[src/rtl/core/pc1_pkg.sv]
// Shared constants, codes and the controller-to-datapath command for the
// PC1 stream cipher core. No dependencies.
package pc1_pkg;

  localparam int KEY_BYTES  = 16;
  localparam int ROUNDS     = 8;
  localparam int ROUND_W    = 3;
  localparam int CFG_IDX_W  = 2;
  localparam int CFG_DATA_W = 64;

  localparam logic [15:0] MUL_A = 16'h4e35;
  localparam logic [15:0] MUL_B = 16'h015a;

  // configuration register indexes
  localparam logic [CFG_IDX_W-1:0] REG_KEY_HIGH  = 2'd0;
  localparam logic [CFG_IDX_W-1:0] REG_KEY_LOW   = 2'd1;
  localparam logic [CFG_IDX_W-1:0] REG_DIRECTION = 2'd2;

  // round phases: one multiply on the shared unit in each
  localparam logic [1:0] PH_KA = 2'd0;  // key word times MUL_A
  localparam logic [1:0] PH_KB = 2'd1;  // key word times MUL_B
  localparam logic [1:0] PH_TA = 2'd2;  // accumulator plus round times MUL_A

  typedef struct packed {
    logic               load;     // item taken this cycle
    logic               mul_en;   // shared multiplier busy
    logic [1:0]         phase;
    logic [ROUND_W-1:0] round;
    logic               close;    // fold the previous round into the carried words
    logic               finish;   // last fold, write result and running key
  } pc1_cmd_t;

endpackage

[src/rtl/core/pc1_in_if.sv]
// Input channel of the PC1 core: valid/ready plus one data byte and the
// buffer start flag. No dependencies.
interface pc1_in_if;
  logic       valid;
  logic       ready;
  logic [7:0] data_byte;
  logic       start_of_buffer;

  modport source (output valid, output data_byte, output start_of_buffer, input ready);
  modport sink   (input valid, input data_byte, input start_of_buffer, output ready);
endinterface

[src/rtl/core/pc1_out_if.sv]
// Output channel of the PC1 core: valid/ready plus the transformed byte.
// No dependencies.
interface pc1_out_if;
  logic       valid;
  logic       ready;
  logic [7:0] result_byte;

  modport source (output valid, output result_byte, input ready);
  modport sink   (input valid, input result_byte, output ready);
endinterface

[src/rtl/core/pc1_ctrl.sv]
// Sequencer for the PC1 core: walks eight rounds of three multiply phases
// and owns the handshake state. Depends on pc1_pkg.
module pc1_ctrl (
  input  logic             clk,
  input  logic             rst,
  input  logic             in_valid,
  output logic             in_ready,
  output logic             out_valid,
  input  logic             out_ready,
  output pc1_pkg::pc1_cmd_t cmd
);
  import pc1_pkg::*;

  localparam logic [1:0] S_IDLE   = 2'd0;
  localparam logic [1:0] S_RUN    = 2'd1;
  localparam logic [1:0] S_FINISH = 2'd2;

  logic [1:0]         state;
  logic [1:0]         state_next;
  logic [1:0]         phase;
  logic [1:0]         phase_next;
  logic [ROUND_W-1:0] round;
  logic [ROUND_W-1:0] round_next;
  logic               out_valid_next;
  logic               accept;
  logic               finish;

  assign in_ready = (state == S_IDLE);
  assign accept   = in_valid && in_ready;
  // hold the last fold while the previous result is still waiting
  assign finish   = (state == S_FINISH) && (!out_valid || out_ready);

  always_comb begin
    state_next = state;
    phase_next = phase;
    round_next = round;
    unique case (state)
      S_IDLE: begin
        if (accept) begin
          state_next = S_RUN;
          phase_next = PH_KA;
          round_next = '0;
        end
      end
      S_RUN: begin
        if (phase == PH_TA) begin
          phase_next = PH_KA;
          if (round == ROUND_W'(ROUNDS - 1)) begin
            state_next = S_FINISH;
          end else begin
            round_next = round + 1'b1;
          end
        end else begin
          phase_next = phase + 1'b1;
        end
      end
      S_FINISH: begin
        if (finish) begin
          state_next = S_IDLE;
        end
      end
      default: begin
        state_next = S_IDLE;
      end
    endcase
  end

  always_comb begin
    out_valid_next = out_valid;
    if (finish) begin
      out_valid_next = 1'b1;
    end else if (out_ready) begin
      out_valid_next = 1'b0;
    end
  end

  always_ff @(posedge clk) begin
    if (rst) begin
      state     <= S_IDLE;
      phase     <= PH_KA;
      round     <= '0;
      out_valid <= 1'b0;
    end else begin
      state     <= state_next;
      phase     <= phase_next;
      round     <= round_next;
      out_valid <= out_valid_next;
    end
  end

  always_comb begin
    cmd.load   = accept;
    cmd.mul_en = (state == S_RUN);
    cmd.phase  = phase;
    cmd.round  = round;
    cmd.close  = ((state == S_RUN) && (phase == PH_KA) && (round != '0)) || finish;
    cmd.finish = finish;
  end

endmodule

[src/rtl/core/pc1_dpath.sv]
// Datapath of the PC1 core: configuration registers, running key, carried
// words and one shared 16x16 multiplier. Depends on pc1_pkg.
module pc1_dpath (
  input  logic                         clk,
  input  logic                         rst,
  input  logic                         write_enable,
  input  logic [pc1_pkg::CFG_IDX_W-1:0]  reg_index,
  input  logic [pc1_pkg::CFG_DATA_W-1:0] write_data,
  input  pc1_pkg::pc1_cmd_t            cmd,
  input  logic [7:0]                   data_byte,
  input  logic                         start_of_buffer,
  output logic [7:0]                   result_byte
);
  import pc1_pkg::*;

  logic [63:0] key_high;
  logic [63:0] key_low;
  logic        direction;

  logic [7:0]  running_key [KEY_BYTES];
  logic [15:0] carry_word;
  logic [15:0] accum_word;
  logic [15:0] key_word;
  logic [15:0] new_word;
  logic [15:0] new_carry;
  logic [15:0] product;
  logic [15:0] out_acc;
  logic [7:0]  data_reg;

  logic [15:0] op_x;
  logic [15:0] op_y;
  logic [31:0] product_full;
  logic [15:0] t_word;
  logic [ROUND_W-1:0] pair_idx;
  logic [15:0] pair;
  logic [15:0] acc_new;
  logic [15:0] round_out;
  logic [15:0] mix;
  logic [7:0]  mask;
  logic [7:0]  res;
  logic [7:0]  plain;

  // config writes
  always_ff @(posedge clk) begin
    if (rst) begin
      key_high  <= '0;
      key_low   <= '0;
      direction <= 1'b0;
    end else if (write_enable) begin
      unique case (reg_index)
        REG_KEY_HIGH:  key_high  <= write_data;
        REG_KEY_LOW:   key_low   <= write_data;
        REG_DIRECTION: direction <= write_data[0];
        default: ;
      endcase
    end
  end

  assign t_word   = accum_word + 16'(cmd.round);
  assign pair_idx = cmd.round + 1'b1;
  assign pair     = {running_key[{pair_idx, 1'b0}], running_key[{pair_idx, 1'b1}]};

  always_comb begin
    case (cmd.phase)
      PH_KA: begin
        op_x = key_word;
        op_y = MUL_A;
      end
      PH_KB: begin
        op_x = key_word;
        op_y = MUL_B;
      end
      PH_TA: begin
        op_x = t_word;
        op_y = MUL_A;
      end
      default: begin
        op_x = key_word;
        op_y = MUL_A;
      end
    endcase
  end

  assign product_full = 32'(op_x) * 32'(op_y);

  // fold: product holds (accum + round) * MUL_A of the round just done
  assign acc_new   = carry_word + product + new_carry;
  assign round_out = new_word ^ acc_new;
  assign mix       = out_acc ^ round_out;
  assign mask      = mix[15:8] ^ mix[7:0];
  assign res       = data_reg ^ mask;
  assign plain     = direction ? data_reg : res;

  always_ff @(posedge clk) begin
    if (cmd.mul_en) begin
      product <= product_full[15:0];
      unique case (cmd.phase)
        PH_KB:   new_word <= product + 16'd1;
        PH_TA: begin
          new_carry <= product;
          key_word  <= new_word ^ pair;
        end
        default: ;
      endcase
    end
    if (cmd.load) begin
      data_reg <= data_byte;
      out_acc  <= '0;
      key_word <= start_of_buffer ? key_high[63:48] : {running_key[0], running_key[1]};
    end else if (cmd.close) begin
      out_acc <= mix;
    end
    if (cmd.finish) begin
      result_byte <= res;
    end
  end

  // carried words and running key have defined reset values
  always_ff @(posedge clk) begin
    if (rst) begin
      carry_word <= '0;
      accum_word <= '0;
      for (int j = 0; j < KEY_BYTES; j++) begin
        running_key[j] <= '0;
      end
    end else if (cmd.load) begin
      if (start_of_buffer) begin
        carry_word <= '0;
        accum_word <= '0;
        for (int j = 0; j < KEY_BYTES / 2; j++) begin
          running_key[j]                 <= key_high[8 * (KEY_BYTES / 2 - 1 - j) +: 8];
          running_key[j + KEY_BYTES / 2] <= key_low[8 * (KEY_BYTES / 2 - 1 - j) +: 8];
        end
      end
    end else begin
      if (cmd.close) begin
        carry_word <= new_carry;
        accum_word <= acc_new;
      end
      if (cmd.finish) begin
        for (int j = 0; j < KEY_BYTES; j++) begin
          running_key[j] <= running_key[j] ^ plain;
        end
      end
    end
  end

endmodule

[src/rtl/core/pc1_stream_cipher_core.sv]
// Top level of the PC1 stream cipher: joins the sequencer and the datapath
// to the two item channels and the config port. Depends on pc1_pkg,
// pc1_in_if, pc1_out_if, pc1_ctrl and pc1_dpath.
//
//   channel   dir  handshake      payload
//   in_chan   in   valid/ready    data_byte[7:0], start_of_buffer
//   out_chan  out  valid/ready    result_byte[7:0]
//   config    in   write_enable   reg_index[1:0], write_data[63:0]
//
// One item at a time: from acceptance to the result register, eight
// rounds of three phases on the single 16x16 multiplier plus a final
// fold. The next item is taken the cycle after the result is written, even
// if that result is still waiting on out_chan. A stalled output holds the
// final fold only. Reset (rst, synchronous) clears key, carried words and
// running key to zero.
module pc1_stream_cipher_core (
  input  logic                          clk,
  input  logic                          rst,
  input  logic                          write_enable,
  input  logic [pc1_pkg::CFG_IDX_W-1:0]  reg_index,
  input  logic [pc1_pkg::CFG_DATA_W-1:0] write_data,
  pc1_in_if.sink                        in_chan,
  pc1_out_if.source                     out_chan
);
  import pc1_pkg::*;

  pc1_cmd_t cmd;

  pc1_ctrl u_ctrl (
    .clk       (clk),
    .rst       (rst),
    .in_valid  (in_chan.valid),
    .in_ready  (in_chan.ready),
    .out_valid (out_chan.valid),
    .out_ready (out_chan.ready),
    .cmd       (cmd)
  );

  pc1_dpath u_dpath (
    .clk             (clk),
    .rst             (rst),
    .write_enable    (write_enable),
    .reg_index       (reg_index),
    .write_data      (write_data),
    .cmd             (cmd),
    .data_byte       (in_chan.data_byte),
    .start_of_buffer (in_chan.start_of_buffer),
    .result_byte     (out_chan.result_byte)
  );

endmodule

[src/flat_wrapper.sv]
// flat-port wrapper written by rule: the top's interface ports become plain ports
module pc1_stream_cipher_core_flat import pc1_pkg::*;
  (clk, rst, write_enable, reg_index, write_data, in_chan_valid, in_chan_data_byte, in_chan_start_of_buffer, in_chan_ready, out_chan_valid, out_chan_result_byte, out_chan_ready);
  pc1_in_if in_chan_i ();
  pc1_out_if out_chan_i ();
  input  logic clk;
  input  logic rst;
  input  logic write_enable;
  input  logic [pc1_pkg::CFG_IDX_W-1:0] reg_index;
  input  logic [pc1_pkg::CFG_DATA_W-1:0] write_data;
  input wire logic [$bits(in_chan_i.valid)-1:0] in_chan_valid;
  input wire logic [$bits(in_chan_i.data_byte)-1:0] in_chan_data_byte;
  input wire logic [$bits(in_chan_i.start_of_buffer)-1:0] in_chan_start_of_buffer;
  output wire logic [$bits(in_chan_i.ready)-1:0] in_chan_ready;
  output wire logic [$bits(out_chan_i.valid)-1:0] out_chan_valid;
  output wire logic [$bits(out_chan_i.result_byte)-1:0] out_chan_result_byte;
  input wire logic [$bits(out_chan_i.ready)-1:0] out_chan_ready;
  assign in_chan_i.valid = in_chan_valid;
  assign in_chan_i.data_byte = in_chan_data_byte;
  assign in_chan_i.start_of_buffer = in_chan_start_of_buffer;
  assign in_chan_ready = in_chan_i.ready;
  assign out_chan_valid = out_chan_i.valid;
  assign out_chan_result_byte = out_chan_i.result_byte;
  assign out_chan_i.ready = out_chan_ready;
  pc1_stream_cipher_core u_core (.clk(clk), .rst(rst), .write_enable(write_enable), .reg_index(reg_index), .write_data(write_data), .in_chan(in_chan_i), .out_chan(out_chan_i));
endmodule
[config.mk]
export PLATFORM = sky130hd
export DESIGN_NAME = pc1_stream_cipher_core_flat
export DESIGN_NICKNAME = d
export VERILOG_FILES = /design/src/rtl/core/pc1_pkg.sv /design/src/rtl/core/pc1_in_if.sv /design/src/rtl/core/pc1_out_if.sv /design/src/rtl/core/pc1_ctrl.sv /design/src/rtl/core/pc1_dpath.sv /design/src/rtl/core/pc1_stream_cipher_core.sv /design/src/flat_wrapper.sv
export SDC_FILE = /design/constraint.sdc
export NUM_CORES = 1
export LEC_CHECK = 0
export BUFFER_PORTS_ARGS = -buffer_cell sky130_fd_sc_hd__buf_2
export CORE_ASPECT_RATIO = 1.5
export CORE_MARGIN = 10
export CORE_UTILIZATION = 50
export DETAILED_ROUTE_END_ITERATION = 12
export PLACE_DENSITY = 0.67
export SYNTH_ARGS = -nofsm -noshare
export SYNTH_HDL_FRONTEND = slang
export SYNTH_SLANG_ARGS = --single-unit
[constraint.sdc]
create_clock -name clk -period 8.1 [get_ports clk]
set_input_delay 1.215 -clock clk [delete_from_list [all_inputs] [get_ports clk]]
set_output_delay 1.215 -clock clk [all_outputs]
set_load 0.01 [all_outputs]
; ---- After elaboration in Yosys (flattened, before gate mapping)
; Memory sizes are Yosys's and may differ from the RTL's.
; Index checks and enable logic that the tools add are counted.
[totals]
ff_bits = 265
mem_bits_rw = 128
output_inout_bits = 10
word_cells = 184
mem_count = 1
[memory_table]
columns = name, depth, word_bits, read_ports, rd_ports_with_merged_regs, write_ports, line_no
row1 = u_core.u_dpath.running_key, 16, 8, 18, 0, 16, pc1_dpath.sv:20  ; logic [7:0] running_key [KEY_BYTES];
[op_classes]
add_sub_neg = 6
mul = 1
eq_ne = 13
mux = 68
bitwise_logic = 53
reduce_logical = 26
[ops]
columns = operator, count
row1 = two-way mux 8 bit, 33
row2 = two-way mux 16 bit, 10
row3 = bitwise XOR 8 bit, 18
row4 = bitwise XOR 16 bit, 3
row5 = adder 16 bit, 2
row6 = bitwise OR 1 bit, 32
row7 = "adder 16 x 1 -> 16 bit, second input constant", 1
row8 = adder 16 x 3 -> 16 bit, 1
row9 = multiplier 16 x 16 -> 16 bit, 1
row10 = AND reduction 2 bit, 8
row11 = two-way mux 15 bit, 1
row12 = two-way mux 1 bit, 12
row13 = two-way mux 2 bit, 6
row14 = "!= test 2 bit, second input constant", 5
row15 = nonzero test 2 bit, 5
row16 = two-way mux 3 bit, 3
row17 = AND reduction 4 bit, 2
row18 = "== test 2 x 1 -> 1 bit, second input constant", 3
row19 = "== test 2 bit, second input constant", 3
row20 = logical NOT 2 bit, 3
row21 = one-hot mux 2 bit (3 select lines), 1
row22 = one-hot mux 3 bit (2 select lines), 1
row23 = logical AND 1 bit, 4
row24 = one-hot mux 2 bit (2 select lines), 1
row25 = other kinds (7), 8

; ---- Depth between registers and ports, before layout
; Gate-level depths: netlist of run 1.
[logic_depth]
depth_word = 9
mapped_depth = 28
ltp_nobuf = 28

; ---- Hierarchy
; From an unflattened synthesis of run 1, not the netlist that was laid out.
[hier_totals]
hier_cells = 2219
area_unflattened_um2 = 22635.5
[by_module_without_submodules]
columns = mod, instances, cells_per_inst, area_each_um2
row1 = pc1_dpath, 1, 2167, 22158.8
row2 = pc1_ctrl, 1, 52, 476.7

; ---- Worst setup path after synthesis of run 1
; OpenSTA, ideal clock, no wires.
[synth_timing]
kind = reg-to-reg
start = register u_core.u_ctrl.round[0]
end = register u_core.u_dpath.product[15], data pin
setup_time_ns = 0.268
arrival_time_ns = 6.210
path_slack_ns = 1.623
path_stages_with_launch = 29
n_path_buf = 0
synth_period_minus_slack_ns = 6.477
path_cell_list = dfxtp_1 > ha_1 > inv_1 > fa_1 > nor2b_1 > o211a_1 > nand4_1 > xor2_1 > o21ai_0 > nand2_1 > inv_1 > or2_2 > ha_1 > inv_1 > fa_1 > inv_1 > fa_1 > inv_1 > fa_1 > inv_1 > fa_1 > inv_1 > fa_1 > inv_1 > ha_1 > o21a_1 > o31a_1 > o41ai_1 > xnor2_1
[synth_between]
elab_chain_len = 3
[synth_rtl]
columns = element, line_no
row1 = start: declaration, pc1_ctrl.sv:22  ; logic [ROUND_W-1:0] round;
row2 = start signal: assignment, pc1_ctrl.sv:86  ; round <= round_next;
row3 = adder 16 x 3 -> 16 bit, pc1_dpath.sv:59  ; assign t_word = accum_word + 16'(cmd.round);
row4 = two-way mux 16 bit, pc1_dpath.sv:64  ; case (cmd.phase)
row5 = multiplier 16 x 16 -> 16 bit, pc1_dpath.sv:84  ; assign product_full = 32'(op_x) * 32'(op_y);
row6 = net u_core.u_dpath.product_full[15], pc1_dpath.sv:32  ; logic [31:0] product_full;
row7 = end signal: assignment, pc1_dpath.sv:96  ; product <= product_full[15:0];
row8 = end: declaration, pc1_dpath.sv:26  ; logic [15:0] product;
; The timed path passes the listed nets, and every way through them passes these cells.
; A chain may end at the register's enable or synchronous reset.

; ---- Final worst setup path of run 1
[layout_timing]
start = register u_core.u_dpath.accum_word[0]
end = register u_core.u_dpath.product[15], data pin
[layout_between]
elab_chain_len = 3
[layout_rtl]
columns = element, line_no
row1 = start: declaration, pc1_dpath.sv:22  ; logic [15:0] accum_word;
row2 = start signal: assignment, pc1_dpath.sv:138  ; accum_word <= acc_new;
row3 = adder 16 x 3 -> 16 bit, pc1_dpath.sv:59
row4 = two-way mux 16 bit, pc1_dpath.sv:64
row5 = multiplier 16 x 16 -> 16 bit, pc1_dpath.sv:84
row6 = net u_core.u_dpath.product_full[15], pc1_dpath.sv:32
; The timed path passes the listed nets, and every way through them passes these cells.

==> results.txt, run 1 <==
status - finished, final reports clean
reg2reg start - u_core.u_dpath.accum_word[0]
final hold violation count - 0
Num CTS Buffers - 40
syn avg cell area - 10.3 um2
I/O pin total - 90
most common cell after layout, fill and taps aside - nand2_1
Cell Area, Synth - 0.0229 mm2
HPWL after detailed placement - 46.5 mm
die height - 282 um
Synth Area in Adders - 11.0%
clock transition at the registers of the reported paths - 60 ps
area leader, netlist - edfxtp_1
Fill cells - 3888
DR vias/cell - 5.72
Max Root-Sink Buffers - 3
H-tree depth - 2
max-slew violation count - 0
hold buffers post-CTS - 0
clock root cell - clkbuf_16
Area Overhead vs Synth - 9.96%
final worst clock skew - 20.6 ps
DRT antenna net count - 0
commonest non-fill, non-tap cells in the layout - nand2_1 (376), xnor2_1 (214), edfxtp_1 (208)
Synth Area in XOR/XNOR - 12.6%
die area - 0.0549 mm2
worst min path class - flip-flop to flip-flop
FF-to-FF path depth - 28
biggest regs - u_core.u_dpath.running_key x128, u_core.u_dpath.key_high x64, u_core.u_dpath.key_low x64
CP required - 8390 ps
static leakage - 9.63 nW
antenna violations before repair - 0
worst slew pin tran - 1060 ps
fraction of layout cells with a size suffix above 1 - 10.9%
PwrDens - 370 mW/mm2
Resized Gates After CTS - 0
YS warnings - 0
Setup Crit Path Kind - flip-flop to flip-flop
site row count - 95
crit-path most repeated cell - inv_1
Post-CTS Setup Inserts - 0
TNS Setup - 0 ps
Layout Utilization - 55.8%
CP startpoint - u_core.u_dpath.accum_word[0]
combinational family with the most area after synthesis - XOR/XNOR gates
FF+latch count, synth - 393
Setup violations, final - 0
first-pass GRT wire length - 101 mm
number of synthesized flops with an enable pin - 208
Top reg by flops - u_core.u_dpath.running_key
CORE AREA - 0.0450 mm2
grt ovf - 0
R2R setup slack - 1070 ps
Fmax - 142 MHz
gr usage total - 23.6%
router iterations before antenna repair - 5
IO buf count - 89
Async SR Flop Fraction - 0%
most area-consuming cells after synthesis - edfxtp_1 (27%), dfxtp_1 (16%), xnor2_1 (8.3%), fa_1 (6.7%), nand2_1 (6.2%)
Max VDD drop - 0.246 mV
final period utilization - 86.8%
Worst path top cell family by delay - adder cells
# nets final - 2488
placed insts - 2792
CP max FO - 5
# diodes - 0
Synth Net Count - 2457
max FFs per register - 128
Rel. slew slack - 29.2%
Synth Flop Type - edfxtp_1
DRC Markers - 0
Crit Reg-Reg Endpoint - u_core.u_dpath.product[15]
Final Total Pwr - 9.29 mW
WP data arrival - 7320 ps
vias - 16400
post-synthesis instance total - 2221
GPL Wtd Cong - 0.907
RSZ-0062 raised after global routing - false
Final Non-Filler Cells - 2866
Compound-Gate Fraction of Synth Area - 12.1%
Post-Synth Simple-Gate Area - 11.1%
post-synthesis sequential area ratio - 43.5%
Worst Path Buf+Inv - 8
CTS tree - yes
clock sink count - 393
Die X - 195 um
vias in the first global route - 16800
DRT iter0 DRCs - 1187
instance count on the critical path - 28
Hold WS - 455 ps
worst-skew pair later-pin latency - 560 ps
Critical Path Slowest Stage Cell - fa_1
max-cap violations - 0
WL final - 65.4 mm
WL per Instance - 22.8 um
Initial Utilization - 50.8%
slowest stage delay, CP - 530 ps
multiplexer share of the synthesized area - 5.09%
Netlist cell types - 71
CP Capture Point - u_core.u_dpath.product[15]
top-area cell type share of the netlist area - 27.3%
CP Capture Type - flip-flop
minimum clock period - 7030 ps
pin count of the biggest net entering global routing - 81
Worst setup SP type - flip-flop
-- how the worst min path moves through the flow --
stage	cells after the start	from	to
after floorplan	2	u_core.u_dpath.key_low[25]	u_core.u_dpath.key_low[25]
after global placement	2	u_core.u_dpath.key_low[30]	u_core.u_dpath.key_low[30]
after detailed placement	2	u_core.u_dpath.key_low[44]	u_core.u_dpath.key_low[44]
after CTS	2	u_core.u_dpath.key_high[45]	u_core.u_dpath.key_high[45]
after global routing	2	u_core.u_dpath.key_low[44]	u_core.u_dpath.key_low[44]
final	2	u_core.u_dpath.key_low[23]	u_core.u_dpath.key_low[23]
-- cell type report --
type,instances,area [um2],share of cell area [%]
Multi-Input combinational cell,1560,11900,47.4
Clock buffer,63,1200,4.77
Clock inverter,11,128,0.507
Tap cell,582,728,2.90
Timing Repair Buffer,124,714,2.84
Inverter,133,499,1.98
Sequential cell,393,9950,39.6
-- Yosys cell counts (all sizes together) (59+ instances only) --
| master | number |
|---|---|
| a21oi | 204 |
| a22o | 87 |
| clkbuf | 104 |
| dfxtp | 185 |
| edfxtp | 208 |
| fa | 76 |
| ha | 80 |
| inv | 133 |
| nand2 | 378 |
| nor2 | 91 |
| o21ai | 62 |
| xnor2 | 220 |
| xor2 | 59 |
-- metrics by stage --
step,worst slack (ps),cell area (um2)
global placement,1220,23800
CTS,1080,25200
global route,620,25200
finish,1070,25200
floorplan,1620,22900
detailed placement,1100,23800
-- worst min-delay path, delay by kind of cell (launching register included) --
kind,cells,cell delay [ps]
flip-flops,1,310
AND/OR/NAND/NOR,1,50
AO/OA/AOI/OAI,1,50
-- cell families (layout without fill, tap and decap cells) --
| kind of cell | count (synthesis) | count (layout) |
|---|---|---|
| AND/OR/NAND/NOR | 600 | 600 |
| AO/OA/AOI/OAI | 433 | 433 |
| flip-flops | 393 | 393 |
| XOR/XNOR | 297 | 297 |
| buffers and inverters | 268 | 331 |
| adder cells (fa/ha/maj) | 156 | 156 |
| multiplexers | 74 | 74 |
-- report_power, final --
group          switching [mW]  internal [mW]
sequential              0.199           2.44
clock                   0.812           1.09
combinational            2.60           2.16
-- per-layer routing --
metal	wire length, um	track usage (%)
met1	24400	26.2
met2	34500	43.6
met3	2820	2.64
met4	3650	12.0
met5	0	0
Note: power is estimated with default switching activity, not from simulation.
==> run 2, diff against run 1 <==
--- a/config.mk
+++ b/config.mk
@@ -5,7 +5,7 @@
 export SDC_FILE = /design/constraint.sdc
 export NUM_CORES = 1
 export LEC_CHECK = 0
-export BUFFER_PORTS_ARGS = -buffer_cell sky130_fd_sc_hd__buf_2
+export BUFFER_PORTS_ARGS = -buffer_cell sky130_fd_sc_hd__clkbuf_2
 export CORE_ASPECT_RATIO = 1.5
 export CORE_MARGIN = 10
 export CORE_UTILIZATION = 50
==> constraint.sdc (replaced) <==
create_clock -name clk -period 6.8 [get_ports clk]
set_input_delay 1.02 -clock clk [delete_from_list [all_inputs] [get_ports clk]]
set_output_delay 1.02 -clock clk [all_outputs]
set_load 0.01 [all_outputs]
==> run 2 against run 1 <==
Sequential share of layout area fell by 0.45 points. Critical endpoint unchanged. Cell area increased by 1.2%. Final cell count is 0.70% higher. Largest power group unchanged. Non-clock buffer count rose by 22. Count of clock-buffer cells in the layout fell by 13. Worst hold slack got worse by 1.8 ps. Clock skew up 4.5 ps.
==> results.txt, run 2 (synthesis gave the netlist of run 1 again) <==
Max VDD drop - 0.257 mV
CORE AREA - 0.0450 mm2
Fmax - 152 MHz
Rel. slew slack - 25.7%
CP required - 7090 ps
IO buf count - 89
I/O pin total - 90
Top reg by flops - u_core.u_dpath.running_key
HPWL after detailed placement - 46.7 mm
max FFs per register - 128
crit-path most repeated cell - inv_1
DRT antenna net count - 0
worst-skew pair later-pin latency - 570 ps
gr busiest metal - met2
WL final - 65.2 mm
max-slew violation count - 0
Worst path top cell family by delay - adder cells
FF-to-FF path depth - 28
fin area - 0.0255 mm2
site row count - 95
biggest regs - u_core.u_dpath.running_key x128, u_core.u_dpath.key_high x64, u_core.u_dpath.key_low x64
clock root cell - clkbuf_16
router iterations before antenna repair - 5
vias - 16400
Initial Utilization - 50.8%
PwrDens - 440 mW/mm2
Worst setup SP type - flip-flop
GPL Wtd Cong - 0.892
WHS Path Cells - 2
first-pass GRT wire length - 99.0 mm
DRC Markers - 0
# nets final - 2509
reg2reg start - u_core.u_ctrl.round[0]
commonest non-fill, non-tap cells in the layout - nand2_1 (376), xnor2_1 (212), edfxtp_1 (208)
minimum clock period - 6580 ps
Setup violations, final - 0
min-delay src - u_core.u_dpath.key_high[13]
max-cap violations - 0
CTS tree - yes
Area Overhead vs Synth - 11.3%
DR vias/cell - 5.70
clock transition at the registers of the reported paths - 60 ps
RSZ-0062 raised after global routing - true
Hold WS - 453 ps
CP max FO - 3
status - finished, final reports clean
hold buffers post-CTS - 0
Die X - 195 um
worst slew pin tran - 1110 ps
# diodes - 0
pin count of the biggest net entering global routing - 77
Max Root-Sink Buffers - 3
static leakage - 9.79 nW
antenna violations before repair - 1
GR Util met1 - 25.2%
H-tree depth - 2
WP data arrival - 6870 ps
gr usage total - 23.2%
die height - 282 um
clock sink count - 393
final worst clock skew - 25.1 ps
grt ovf - 0
DRT iter0 DRCs - 1037
most common cell after layout, fill and taps aside - nand2_1
Crit Reg-Reg Endpoint - u_core.u_dpath.product[15]
Hold Path Sink - u_core.u_dpath.key_high[13]
CP Capture Type - flip-flop
Num CTS Buffers - 39
final hold violation count - 0
Fill cells - 3992
DP Area - 0.0239 mm2
die area - 0.0549 mm2
met3 GRT Util - 3.16%
Setup Crit Path Kind - flip-flop to flip-flop
fraction of layout cells with a size suffix above 1 - 12.8%
R2R setup slack - 220 ps
Worst Path Buf+Inv - 8
worst min path class - flip-flop to flip-flop
WL per Instance - 22.6 um
final period utilization - 96.8%
met2 Resource Use GR - 42.6%
vias in the first global route - 16800
Critical Path Slowest Stage Cell - fa_1
slowest stage delay, CP - 530 ps
==> run 2: changes by cell type in the layout (fill, tap and decap cells not counted), moves of 4 or more <==
cell and delta:
buf_4 +21, clkbuf_1 -6, clkbuf_8 -4, ha_1 -4, buf_2 -88, clkinv_2 +5, clkbuf_2 +88
==> run 2: how the worst max path moves through the flow <==
| stage | from | to | depth (start not counted) |
|---|---|---|---|
| CTS | u_core.u_dpath.accum_word[0] | u_core.u_dpath.product[15] | 27 |
| global route | u_core.u_ctrl.round[0] | u_core.u_dpath.product[15] | 28 |
| floorplan | u_core.u_ctrl.round[0] | u_core.u_dpath.product[15] | 28 |
| global placement | u_core.u_dpath.accum_word[0] | u_core.u_dpath.product[15] | 28 |
| finish | u_core.u_ctrl.round[0] | u_core.u_dpath.product[15] | 28 |
| detailed placement | u_core.u_ctrl.round[1] | u_core.u_dpath.product[15] | 26 |
==> run 2: layer usage <==
| metal | vias to the layer above | share of wire, % |
|---|---|---|
| met4 | 0 | 5.8 |
| met1 | 8090 | 37 |
| li1 | 7720 | - |
| met3 | 152 | 4.8 |
| met5 | - | 0 |
| met2 | 474 | 53 |
==> run 2: worst register-to-register path: cells and delay by family (launching register included) <==
| kind | cells | cell delay, ps |
|---|---|---|
| DFF | 1 | 350 |
| adders and majority gates | 9 | 3560 |
| and+or+nand+nor | 4 | 590 |
| AOI/OAI and AO/OA | 5 | 1140 |
| xor gates and xnor gates | 2 | 280 |
| buffers and inverters | 8 | 420 |
==> run 2: cell type report <==
cell class                      instances  area [um2]  area share (%)
Multi-Input combinational cell       1560       12100            47.4
Sequential cell                       393        9950            39.1
Clock buffer                           50        1050            4.11
Timing Repair Buffer                  146         883            3.47
Tap cell                              582         728            2.86
Inverter                              133         499            1.96
Clock inverter                         22         287            1.13
==> run 2: report_power, final <==
group | switching, mW | internal [mW] | total, mW
clock network | 0.975 | 1.30 | 2.27
logic | 3.19 | 2.61 | 5.80
registers | 0.219 | 2.91 | 3.13
total | 4.38 | 6.82 | 11.2
==> run 2: stage by stage <==
stage	power, mW	TNS, ps	util, %	instances	setup WS [ps]
2_1_floorplan	7.58	0	-	2221	323
3_3_place_gp	8.74	0	53.1	2806	112
3_5_place_dp	8.86	-31.2	53.1	2806	-31.2
4_1_cts	11.2	0	56.1	2878	78.0
5_1_grt	11.9	-55.0	56.5	2886	-55.0
6_report	11.2	0	56.5	2886	216
==> run 2: repair_timing <==
item,CTS,global route
pin swaps,0,28
setup endpoints to repair,1,3
setup buffers,0,8
resized for setup,1,30
